**src/rtl/fecho_pkg.sv**
```systemverilog
// Package for the feedback echo block: widths, fixed-point constants,
// register indexes and the rounding and saturation helpers.
// No dependencies; every other file imports it.
`default_nettype none

package fecho_pkg;

	// Echo memory depth per channel; a power of two so the pointers wrap freely.
	localparam int DELAY_DEPTH = 131072;
	localparam int ADDR_W      = $clog2(DELAY_DEPTH);

	localparam int SAMPLE_W  = 24;
	localparam int GAIN_W    = 16;
	localparam int DELAY_W   = 17;
	localparam int CFG_W     = 17;
	localparam int CFG_IDX_W = 2;
	localparam int WIDE_W    = 48;

	// Configuration register indexes.
	localparam logic [CFG_IDX_W-1:0] CFG_DELAY    = 2'd0;
	localparam logic [CFG_IDX_W-1:0] CFG_FEEDBACK = 2'd1;
	localparam logic [CFG_IDX_W-1:0] CFG_MIX      = 2'd2;

	// Q1.15 unity and the fixed 0.8 gain.
	localparam logic [GAIN_W-1:0] Q15_ONE          = 16'd32768;
	localparam logic [GAIN_W-1:0] GAIN_POINT_EIGHT = 16'd26214;

	localparam logic signed [WIDE_W-1:0] Q15_HALF = 48'sd16384;
	localparam logic signed [WIDE_W-1:0] S24_MAX  = 48'sd8388607;
	localparam logic signed [WIDE_W-1:0] S24_MIN  = -48'sd8388608;

	typedef logic signed [SAMPLE_W-1:0] sample_t;
	typedef logic [ADDR_W-1:0] addr_t;

	// Control from the sequencer to each channel datapath.
	typedef struct packed {
		logic  accept;    // input beat taken, memory read issued
		logic  st1;       // read data present
		logic  st2;       // stored sample selected, wet scaling
		logic  st3;       // gain products
		logic  commit;    // memory write back and output load
		addr_t rd_addr;
		addr_t wr_addr;
		logic  rd_valid;  // the read entry has been written since reset
		logic  zero_dly;  // read hits the entry being written
	} fecho_ctl_t;

	// Q15 product to integer, round to nearest with ties toward plus infinity.
	function automatic logic signed [WIDE_W-1:0] rnd_q15(input logic signed [WIDE_W-1:0] p);
		logic signed [WIDE_W-1:0] t;
		t = p + Q15_HALF;
		return t >>> 15;
	endfunction

	// Clip to the signed 24-bit range.
	function automatic sample_t sat24(input logic signed [WIDE_W-1:0] v);
		logic signed [WIDE_W-1:0] c;
		if (v > S24_MAX) begin
			c = S24_MAX;
		end else if (v < S24_MIN) begin
			c = S24_MIN;
		end else begin
			c = v;
		end
		return c[SAMPLE_W-1:0];
	endfunction

	// Gains above unity act as unity.
	function automatic logic [GAIN_W-1:0] clamp_gain(input logic [GAIN_W-1:0] g);
		return (g > Q15_ONE) ? Q15_ONE : g;
	endfunction

endpackage

`default_nettype wire

```
**src/rtl/fecho_ctrl.sv**
```systemverilog
// Sequencer: stage strobes, write pointer, fill mark, read address and output valid.
// Depends on fecho_pkg.
`default_nettype none

module fecho_ctrl
	import fecho_pkg::*;
(
	input  wire logic               clk,
	input  wire logic               arst_n,
	input  wire logic               in_valid,
	output logic                    in_ready,
	output logic                    out_valid,
	input  wire logic               out_ready,
	input  wire logic [DELAY_W-1:0] delay,
	output fecho_ctl_t              ctl
);

	logic  v1_q;
	logic  v2_q;
	logic  v3_q;
	logic  v4_q;
	logic  out_vld_q;
	addr_t wp_q;
	logic  wrapped_q;
	logic  rd_valid_s1;
	logic  zero_dly_s1;
	logic  accept;
	logic  commit;
	addr_t rd_addr;

	// One frame in flight; the output register frees the front end.
	assign in_ready = !(v1_q || v2_q || v3_q || v4_q);
	assign accept   = in_valid && in_ready;
	assign commit   = v4_q && (!out_vld_q || out_ready);
	assign rd_addr  = wp_q - delay[ADDR_W-1:0];

	// Stage tracking and output valid.
	always_ff @(posedge clk or negedge arst_n) begin
		if (!arst_n) begin
			v1_q      <= 1'b0;
			v2_q      <= 1'b0;
			v3_q      <= 1'b0;
			v4_q      <= 1'b0;
			out_vld_q <= 1'b0;
		end else begin
			v1_q <= accept;
			v2_q <= v1_q;
			v3_q <= v2_q;
			v4_q <= v3_q || (v4_q && !commit);
			if (commit) begin
				out_vld_q <= 1'b1;
			end else if (out_ready) begin
				out_vld_q <= 1'b0;
			end
		end
	end

	// Write pointer and fill mark: entries below the pointer are written until the first wrap.
	always_ff @(posedge clk or negedge arst_n) begin
		if (!arst_n) begin
			wp_q      <= '0;
			wrapped_q <= 1'b0;
		end else if (commit) begin
			wp_q <= wp_q + addr_t'(1);
			if (wp_q == '1) begin
				wrapped_q <= 1'b1;
			end
		end
	end

	// Read qualifiers taken with the input beat.
	always_ff @(posedge clk) begin
		if (accept) begin
			rd_valid_s1 <= wrapped_q || (rd_addr < wp_q);
			zero_dly_s1 <= (delay[ADDR_W-1:0] == '0);
		end
	end

	assign out_valid = out_vld_q;

	always_comb begin
		ctl          = '0;
		ctl.accept   = accept;
		ctl.st1      = v1_q;
		ctl.st2      = v2_q;
		ctl.st3      = v3_q;
		ctl.commit   = commit;
		ctl.rd_addr  = rd_addr;
		ctl.wr_addr  = wp_q;
		ctl.rd_valid = rd_valid_s1;
		ctl.zero_dly = zero_dly_s1;
	end

`ifndef SYNTHESIS
	a_one_frame: assert property (@(posedge clk) disable iff (!arst_n)
		$onehot0({v1_q, v2_q, v3_q, v4_q}))
		else $error("more than one frame in the datapath");
	a_wp_step: assert property (@(posedge clk) disable iff (!arst_n)
		commit |=> wp_q == $past(wp_q) + addr_t'(1))
		else $error("write pointer did not advance on write back");
	a_wp_hold: assert property (@(posedge clk) disable iff (!arst_n)
		!commit |=> $stable(wp_q))
		else $error("write pointer moved without write back");
	a_fill_sticky: assert property (@(posedge clk) disable iff (!arst_n)
		!$fell(wrapped_q))
		else $error("fill mark cleared outside reset");
	a_out_follows: assert property (@(posedge clk) disable iff (!arst_n)
		commit |=> out_vld_q)
		else $error("output valid missing after write back");
`endif

endmodule

`default_nettype wire

```
**config.mk**
```make
export PLATFORM = sky130hd
export DESIGN_NAME = fecho_ctrl
export DESIGN_NICKNAME = d
export VERILOG_FILES = /design/src/rtl/fecho_pkg.sv /design/src/rtl/fecho_ctrl.sv
export SDC_FILE = /design/constraint.sdc
export NUM_CORES = 1
export LEC_CHECK = 0
export BUFFER_PORTS_ARGS = -buffer_cell sky130_fd_sc_hd__buf_2
export CAP_MARGIN = 40
export CORE_ASPECT_RATIO = 1.25
export CORE_MARGIN = 2
export CORE_UTILIZATION = 45
export CTS_CLUSTER_SIZE = 25
export DETAILED_ROUTE_END_ITERATION = 6
export PLACE_DENSITY = 0.7
export RECOVER_POWER = 50
export SLEW_MARGIN = 25
export SYNTH_ARGS = -nofsm -noshare
export SYNTH_HDL_FRONTEND = slang
export SYNTH_SLANG_ARGS = --single-unit
export TNS_END_PERCENT = 20
```
**constraint.sdc**
```tcl
create_clock -name clk -period 4.2 [get_ports clk]
set_input_delay 0.42 -clock clk [delete_from_list [all_inputs] [get_ports clk]]
set_output_delay 0.42 -clock clk [all_outputs]
set_load 0.03 [all_outputs]
```
==> results of run 1 <==
layer usage:
metal | vias to the layer above | global-route usage [%]
met2 | 52 | 37.06
met1 | 962 | 26.51
li1 | 1040 | -
met3 | 4 | 1.857
met4 | 0 | 5.348
met5 | - | 0
area by class of cell:
type | count | area, um^2
Clock buffer | 3 | 41.29
Clock inverter | 1 | 7.507
Fill cell | 503 | 2364
Inverter | 38 | 142.6
Multi-Input combinational cell | 192 | 1515
Sequential cell | 25 | 635.6
Tap cell | 62 | 77.57
Timing Repair Buffer | 63 | 296.5
through the flow:
step | hold slack, ps | util (%) | area, um^2 | power [mW]
final | 411.3 | 53.47 | 2716 | 1.684
after global routing | 420.4 | 53.47 | 2716 | 1.831
after CTS | 129.8 | 53.84 | 2735 | 1.712
after detailed placement | 395.2 | 52.88 | 2686 | 1.549
after global placement | 393.1 | 52.88 | 2686 | 1.539
after floorplan | 124.4 | - | 2357 | 1.284
cells by family after synthesis:
kind of cell	share of synthesized area, %
and+or+nand+nor	16.77
AOI/OAI and AO/OA	17.30
buffers and inverters	8.758
adders and majority gates	19.43
xor gates and xnor gates	10.77
DFF	26.96
how the worst max path moves through the flow:
stage	endpoint	slack, ps	cells past startpoint
floorplan	rd_valid_s1$_DFFE_PP_	350	15
finish	rd_valid_s1$_DFFE_PP_	730	15
global route	rd_valid_s1$_DFFE_PP_	430	15
CTS	rd_valid_s1$_DFFE_PP_	720	15
detailed placement	rd_valid_s1$_DFFE_PP_	740	15
global placement	rd_valid_s1$_DFFE_PP_	840	15
where the power goes:
part | internal, mW | switching [mW]
clock | 0.0673 | 0.0851
sequential | 0.309 | 0.0680
combinational | 0.397 | 0.758
layout by cell type (no fill, tap or decap), types with 3 or more instances in the layout:
master and n:
o2111ai_1 3, dfrtp_1 23, xor2_1 5, inv_1 38, nor3_1 5, clkbuf_1 15, a21o_1 11, nor4_1 6
o21ai_0 6, buf_2 48, xnor2_1 24, nor2b_1 5, a31oi_1 3, nor2_1 13, nand4_1 7, o211ai_1 4
o21a_1 7, clkbuf_8 3, ha_1 35, nand3_1 7, a21oi_1 10, nand2_1 15
sequential cells by signal (all words and copies together), names as in the netlist:
register / flops
v1_q: 1
v4_q: 1
v2_q: 1
wrapped_q: 1
v3_q: 1
out_valid: 1
rd_valid_s1: 1
zero_dly_s1: 1
wp_q: 17
critical path, delay by kind of cell (launching register included):
kind	cells	cell delay (ps)
and+or+nand+nor	3	460
xor gates and xnor gates	1	210
DFF	1	450
buffers and inverters	1	100
adders and majority gates	3	890
AOI/OAI and AO/OA	7	1230
==> metrics.txt, run 1 <==
final hold vios 0; # port buffers 63; Hold Crit Class input pin to async pin; clock root cell clkbuf_8; crit path cell chain inv_1, ha_1, fa_1, and2b_1, o2111ai_1, a31oi_1, o211ai_1, a31oi_1, xor2_1, ha_1, a21o_1, a21o_1, a21oi_1, nor2_1, nor3_1; Num CTS Buffers 3; drt drc 0; synthesized area 2357 um^2; unrepaired setup endpoints after global routing no; status complete, no violations; Max Slew Vio Count 0; worst reg2reg startpoint wp_q[0]$_DFFE_PN0P_; Placement Setup Slack approximately 740 ps; Critical path origin wp_q[0]$_DFFE_PN0P_; Power Density a little over 600 nW/um^2; Reg2Reg Setup Slack between 700 and 800 ps; Initial Util a little under half; hpwl dp ~4700 um; FF+latch count, synth 25; final net count 380; static leakage roughly 1.4 nW; Post-Place Cells 380; CTS clock-pin slew for the worst setup and hold paths 100 ps; fin crit period around 3500 ps; Post-CTS Resized 0; Synth area leaders dfrtp_1 24%, ha_1 19%, xnor2_1 8.9%; GRT Util Overall 20.88%; Critical Path Start Type flip-flop; first-pass GRT wire length a little over 9000 um; synth-to-layout area growth 15.23%; CP max FO 6; Worst slew margin ~13%; H-tree depth 1; wl on met1 between 2000 and 2500 um; GP Congestion roughly 0.89; via count 2058; drt first pass iters 4; fmax about 290 MHz; top cell type's share of synthesized area 24.42%; hold_buf cts 0; clk buf depth 2; layout cells sized above 1 18.63%; core box area 5080 um^2; die width approximately 69 um; Num Clock Sinks 25; metal2 WL roughly 2900 um; period utilisation layout a little over 80%; top cells by count, synth 38 x inv_1, 35 x ha_1, 24 x xnor2_1, 23 x dfrtp_1, 15 x nand2_1; initial antenna violation count 0; Synth Instances between 200 and 300; Final setup viols 0; # Post-CTS Setup Buffers 0; ys flop type dfrtp_1; Row Count 29; Routed WL roughly 5700 um; register area share after synthesis 26.96%; Crit Path Class flip-flop to flip-flop; Max stage delay on crit path about 450 ps; Clock Skew 2.914 ps; Synth async-reset ratio between 90% and 100%; wire length on met3 a little over 300 um; most frequent cell after synthesis inv_1; synthesis warning total 0; Worst path slowest cell dfrtp_1; peak supply drop around 410 uV; routed vias/inst between 5 and 6; Die Y roughly 85 um; required time worst endpoint 4320 ps; highest routed layer met4; worst skew pair latency roughly 270 ps; Post-synth EDFFs 2; CTS tree done; largest net degree at the start of global routing 24; Avg Inst Size Synth 8.963 um^2; Setup TNS Final 0 ps; n_diodes 0; I/O pins 64; Worst-Margin Slew 1309 ps; synth unique cells 43; Reg2Reg Capture Point rd_valid_s1$_DFFE_PP_; Arr. time, crit path 3590 ps; routed len/inst 14.89 um; FF-to-FF path depth 15; Max Cap Viol 0; Cell Count, Final, Fillers Out roughly 380; Die ar. between 5000 and 6000 um^2; antenna viol nets, final 0; vias in the first global route about 2000; 1st-iter DRT viols 59; worst setup margin 726.6 ps; Synth area leader dfrtp_1; endpoint class of the critical path flip-flop; grt total ovfl 0; syn nets 320
Note: power is estimated with default switching activity, not from simulation.
==> run 2, diff against run 1 <==
clock period = 3.6 ns   (was 4.2 ns; I/O delays follow)
==> run 2 against run 1 <==
Utilization up 0.79 points. Worst setup slack worse by 520 ps. Cell area up 1.5%. Sequential share of layout area fell by 0.29 points. Clock power is 12% higher. Via count increased by 3.0%. Clock-buffer cell count is 1 higher. Largest cell class unchanged. Power increased by 19%. Register-to-register slack worse by 520 ps. Non-clock buffer count grew 2.
==> metrics.txt, run 2 (synthesis gave the netlist of run 1 again) <==
status complete, no violations; Placement Setup Slack between 100 and 150 ps; H-tree depth 1; # port buffers 63; Worst slew margin approximately 15%; Hold Crit Class input pin to async pin; worst setup margin a little over 200 ps; fin crit period 3395 ps; period utilisation layout a little over nine tenths; worst skew pair latency ~270 ps; drt first pass iters 4; clock root cell clkbuf_8; via count approximately 2100; CP max FO 5; GP Congestion 0.8963; Reg2Reg Setup Slack around 200 ps; Row Count 29; final hold vios 0; Filler Cell Count 500; GRT Util Overall a little over a fifth; antenna viol nets, final 0; Initial Util a little under half; Critical Path Start Type flip-flop; final net count ~380; worst reg2reg startpoint wp_q[0]$_DFFE_PN0P_; Num Clock Sinks 25; drt drc 0; hpwl dp between 4000 and 5000 um; initial antenna violation count 0; die width between 60 and 70 um; Die Y around 85 um; largest net degree at the start of global routing 24; grt total ovfl 0; Arr. time, crit path around 3500 ps; most frequent cells in the layout 47 x buf_2, 38 x inv_1, 35 x ha_1; commonest non-fill, non-tap cell in the layout buf_2; Num CTS Buffers 3; Worst-Margin Slew between 1000 and 1500 ps; I/O pins 64; hold_buf cts 0; routed len/inst around 15 um; Reg2Reg Capture Point rd_valid_s1$_DFFE_PP_; Max Cap Viol 0; clk buf depth 2; vias in the first global route just over 2000; synth-to-layout area growth 16.93%; fmax between 200 and 300 MHz; Crit Path Class flip-flop to flip-flop; register area between 600 and 700 um^2; n_diodes 0; endpoint class of the critical path flip-flop; FF-to-FF path depth 15; required time worst endpoint around 3700 ps; Routed WL 5950 um; Largest register FFs 17; Power Density ~720 nW/um^2; Clock Skew between 4 and 5 ps; peak supply drop about 650 uV; core box area roughly 5000 um^2; Final setup viols 0; first-pass GRT wire length 9515 um; Top reg by flops wp_q; Multi-input gate area 1544 um^2; static leakage between 1 and 1.5 nW; final hold slack around 350 ps; 1st-iter DRT viols about 110; routed vias/inst 5.492; Max Slew Vio Count 0; CTS clock-pin slew for the worst setup and hold paths ~90 ps; layout cells sized above 1 between 20% and 30%; CTS tree done; Die ar. between 5000 and 6000 um^2
[run 2: cell count changes in the layout (fill, tap and decap cells not counted), moves of 2 or more]
| cell | before | now |
|---|---|---|
| buf_4 | 0 | 2 |
| clkbuf_1 | 15 | 17 |
| xor2_1 | 5 | 3 |
| xor2_2 | 0 | 2 |
[run 2: power breakdown]
group / switching, mW / total [mW] / internal [mW]
clock network: 0.0911 / 0.170 / 0.0791
registers: 0.0792 / 0.441 / 0.362
logic: 0.909 / 1.39 / 0.478
[run 2: area by class of cell]
cell class,instances,area share [%]
well taps,62,2.814
multi-input cells,192,56.01
repair buffers,65,11.26
flip-flops and latches,25,23.10
clock buffers,4,1.634
inverters,38,5.175
[run 2: critical path: stages (launching register included)]
cell,delay (ps)
dfrtp_2,410
inv_1,70
ha_1,210
fa_1,410
and2b_1,240
o2111ai_2,140
a31oi_1,230
o211ai_1,140
a31oi_2,270
xor2_2,170
ha_1,260
a21o_1,160
a21o_1,160
a21oi_1,140
nor2_1,60
nor3_1,170
[run 2: what timing repair did]
item                                    CTS  global route
gates resized for setup                   0             4
setup buffers                             0             2
endpoints found under the setup margin    0             1
[run 2: per-layer routing]
| layer | wire length, um | share of wire [%] | global-route usage [%] |
|---|---|---|---|
| met1 | 2524 | 42 | 28.21 |
| met2 | 2804 | 47 | 34.18 |
| met3 | 342 | 5.7 | 2.387 |
| met4 | 279 | 4.7 | 9.982 |
| met5 | 0 | 0 | 0 |
[run 2: metrics by stage]
step	instance area (um^2)	power, mW	util, %	TNS, ps	cells
after global routing	2756	2.157	54.26	-70.64	386
after global placement	2703	1.810	53.20	0	380
final	2756	1.998	54.26	0	386
after floorplan	2374	1.503	-	0	263
after CTS	2748	2.003	54.09	0	384
after detailed placement	2703	1.824	53.20	0	380
[run 2: how the worst max path moves through the flow]
stage,cells past startpoint,start,slack (ps),end
after floorplan,15,wp_q[0]$_DFFE_PN0P_,7,rd_valid_s1$_DFFE_PP_
after global placement,15,delay[0],220,rd_valid_s1$_DFFE_PP_
after detailed placement,14,delay[0],120,rd_valid_s1$_DFFE_PP_
after CTS,14,wp_q[0]$_DFFE_PN0P_,120,rd_valid_s1$_DFFE_PP_
after global routing,15,wp_q[0]$_DFFE_PN0P_,-70,rd_valid_s1$_DFFE_PP_
final,15,wp_q[0]$_DFFE_PN0P_,210,rd_valid_s1$_DFFE_PP_
==> run 3, diff against run 2 <==
CTS_BUF_LIST = sky130_fd_sc_hd__clkbuf_4 sky130_fd_sc_hd__clkbuf_8   (was unset)
==> run 3 against run 2 <==
Die area stayed put. Clock power is 6% higher. Power is 0.42% higher. Largest cell class unchanged. Routed wire length hardly changed. Sequential share of layout area hardly changed. Register-to-register slack hardly changed. Maximum frequency is 0.38% lower. Critical path type unchanged. First-iteration DRC count is 10% higher. Clock-buffer cell count stayed put. Clock skew is 2.0 ps lower.
==> metrics.txt, run 3 (synthesis gave the netlist of run 1 again) <==
required time worst endpoint 3710 ps; Max Slew Vio Count 0; via count 2134; vias in the first global route around 2000; Post-Place Cells 380; GP Congestion 0.8963; fmax approximately 300 MHz; Critical Path Start Type flip-flop; Filler Cell Count about 500; synth-to-layout area growth 17.09%; Worst Path Buf+Inv 1; I/O pins 64; Setup TNS Final 0 ps; placed instance area roughly 2700 um^2; Num CTS Buffers 3; hold_buf cts 0; H-tree depth 1; Clock Skew 2.919 ps; period utilisation layout a little over nine tenths; Routed WL ~5900 um; Num Clock Sinks 25; # port buffers 63; core box area approximately 5100 um^2; Largest register FFs 17; peak supply drop 645.6 uV; Arr. time, crit path 3520 ps; CTS clock-pin slew for the worst setup and hold paths roughly 90 ps; grt total ovfl 0; Reg2Reg Setup Slack ~190 ps; CTS tree done; FF-to-FF path depth 15; drt drc 0; clk buf depth 2; Max stage delay on crit path 410 ps; routed len/inst about 15 um; Worst slew margin between 10 and 15%; Max Cap Viol 0; Worst-Margin Slew 1283 ps; endpoint class of the critical path flip-flop; Power Total between 2 and 2.5 mW; clock root cell clkbuf_8; final net count roughly 380; CP delay by family, top compound AO/OA/AOI/OAI gates; n_diodes 0; commonest non-fill, non-tap cell in the layout buf_2; fin area 2760 um^2; fin crit period approximately 3400 ps; Crit Path Class flip-flop to flip-flop; status complete, no violations; hpwl dp between 4000 and 5000 um; routed vias/inst ~5.5; worst reg2reg startpoint wp_q[0]$_DFFE_PN0P_; die width 68.74 um; antenna viol nets, final 0; most frequent cells in the layout 47 x buf_2, 38 x inv_1, 35 x ha_1; CP max FO 5; largest net degree at the start of global routing 24; Initial Util 46.40%; Top reg by flops wp_q; GRT Util Overall 21.40%; layout cells sized above 1 approximately a fifth; Power Density 727.1 nW/um^2; Final setup viols 0; drt first pass iters 5; Die ar. a little under 6000 um^2; Die Y approximately 85 um; crit path cell chain inv_1, ha_1, fa_1, and2b_1, o2111ai_2, a31oi_1, o211ai_1, a31oi_2, xor2_2, ha_1, a21o_1, a21o_1, a21oi_1, nor2_1, nor3_1; Reg2Reg Capture Point rd_valid_s1$_DFFE_PP_; Row Count 29; Multi-input gate area approximately 1500 um^2; worst skew pair latency 270 ps; initial antenna violation count 0; 1st-iter DRT viols ~120; final hold slack ~350 ps; static leakage between 1 and 1.5 nW; Hold Crit Class input pin to async pin; Cell Count, Final, Fillers Out about 390; final hold vios 0; first-pass GRT wire length approximately 9500 um; register area approximately 640 um^2; Worst path slowest cell dfrtp_2
## run 3: cell counts in the layout (fill, tap and decap cells not counted)
Identical to the previous run, type by type.
## run 3: layout make-up
class                      instances  area share [%]
multi-input combinational        192           55.94
sequential                        25           23.07
timing repair buffer              65           11.24
inverter                          38           5.168
tap                               62           2.811
clock buffer                       4           1.768
## run 3: repair_timing
item,4_1_cts,5_1_grt
endpoints found under the hold margin,0,0
buffers inserted,0,2
resized for setup,0,4
endpoints found under the setup margin,0,1
## run 3: power by group
part           total [mW]  switching, mW  leakage, nW  internal (mW)
Sequential          0.442         0.0803        0.295          0.362
Combinational        1.38          0.907         1.08          0.477
Clock               0.180         0.0933       0.0262         0.0867
## run 3: routing by layer
layer / vias up / track usage, % / part of all wire (%)
li1: 1033 / - / -
met1: 1008 / 28.38 / 42
met2: 73 / 34.18 / 47
met3: 20 / 2.387 / 6.0
met4: 0 / 9.982 / 4.8
met5: - / 0 / 0
## run 3: worst reg2reg max path, stage by stage (launching register included)
cell and delay [ps]:
dfrtp_2 410, inv_1 70, ha_1 210, fa_1 410
and2b_1 250, o2111ai_2 140, a31oi_1 230, o211ai_1 140
a31oi_2 270, xor2_2 170, ha_1 260, a21o_1 160
a21o_1 160, a21oi_1 140, nor2_1 60, nor3_1 170
## run 3: how the worst max path moves through the flow
stage / end / start / slack (ps) / cells after the start
2_1_floorplan: rd_valid_s1$_DFFE_PP_ / wp_q[0]$_DFFE_PN0P_ / 7 / 15
3_3_place_gp: rd_valid_s1$_DFFE_PP_ / delay[0] / 220 / 15
3_5_place_dp: rd_valid_s1$_DFFE_PP_ / delay[0] / 120 / 14
4_1_cts: rd_valid_s1$_DFFE_PP_ / wp_q[0]$_DFFE_PN0P_ / 120 / 14
5_1_grt: rd_valid_s1$_DFFE_PP_ / wp_q[0]$_DFFE_PN0P_ / -70 / 15
6_report: rd_valid_s1$_DFFE_PP_ / wp_q[0]$_DFFE_PN0P_ / 190 / 15
## run 3: metrics by stage
step	util (%)	setup WS, ps
floorplan	-	7.381
global placement	53.20	222.9
detailed placement	53.20	123.2
CTS	54.16	118.4
global route	54.34	-70.64
finish	54.34	192.4
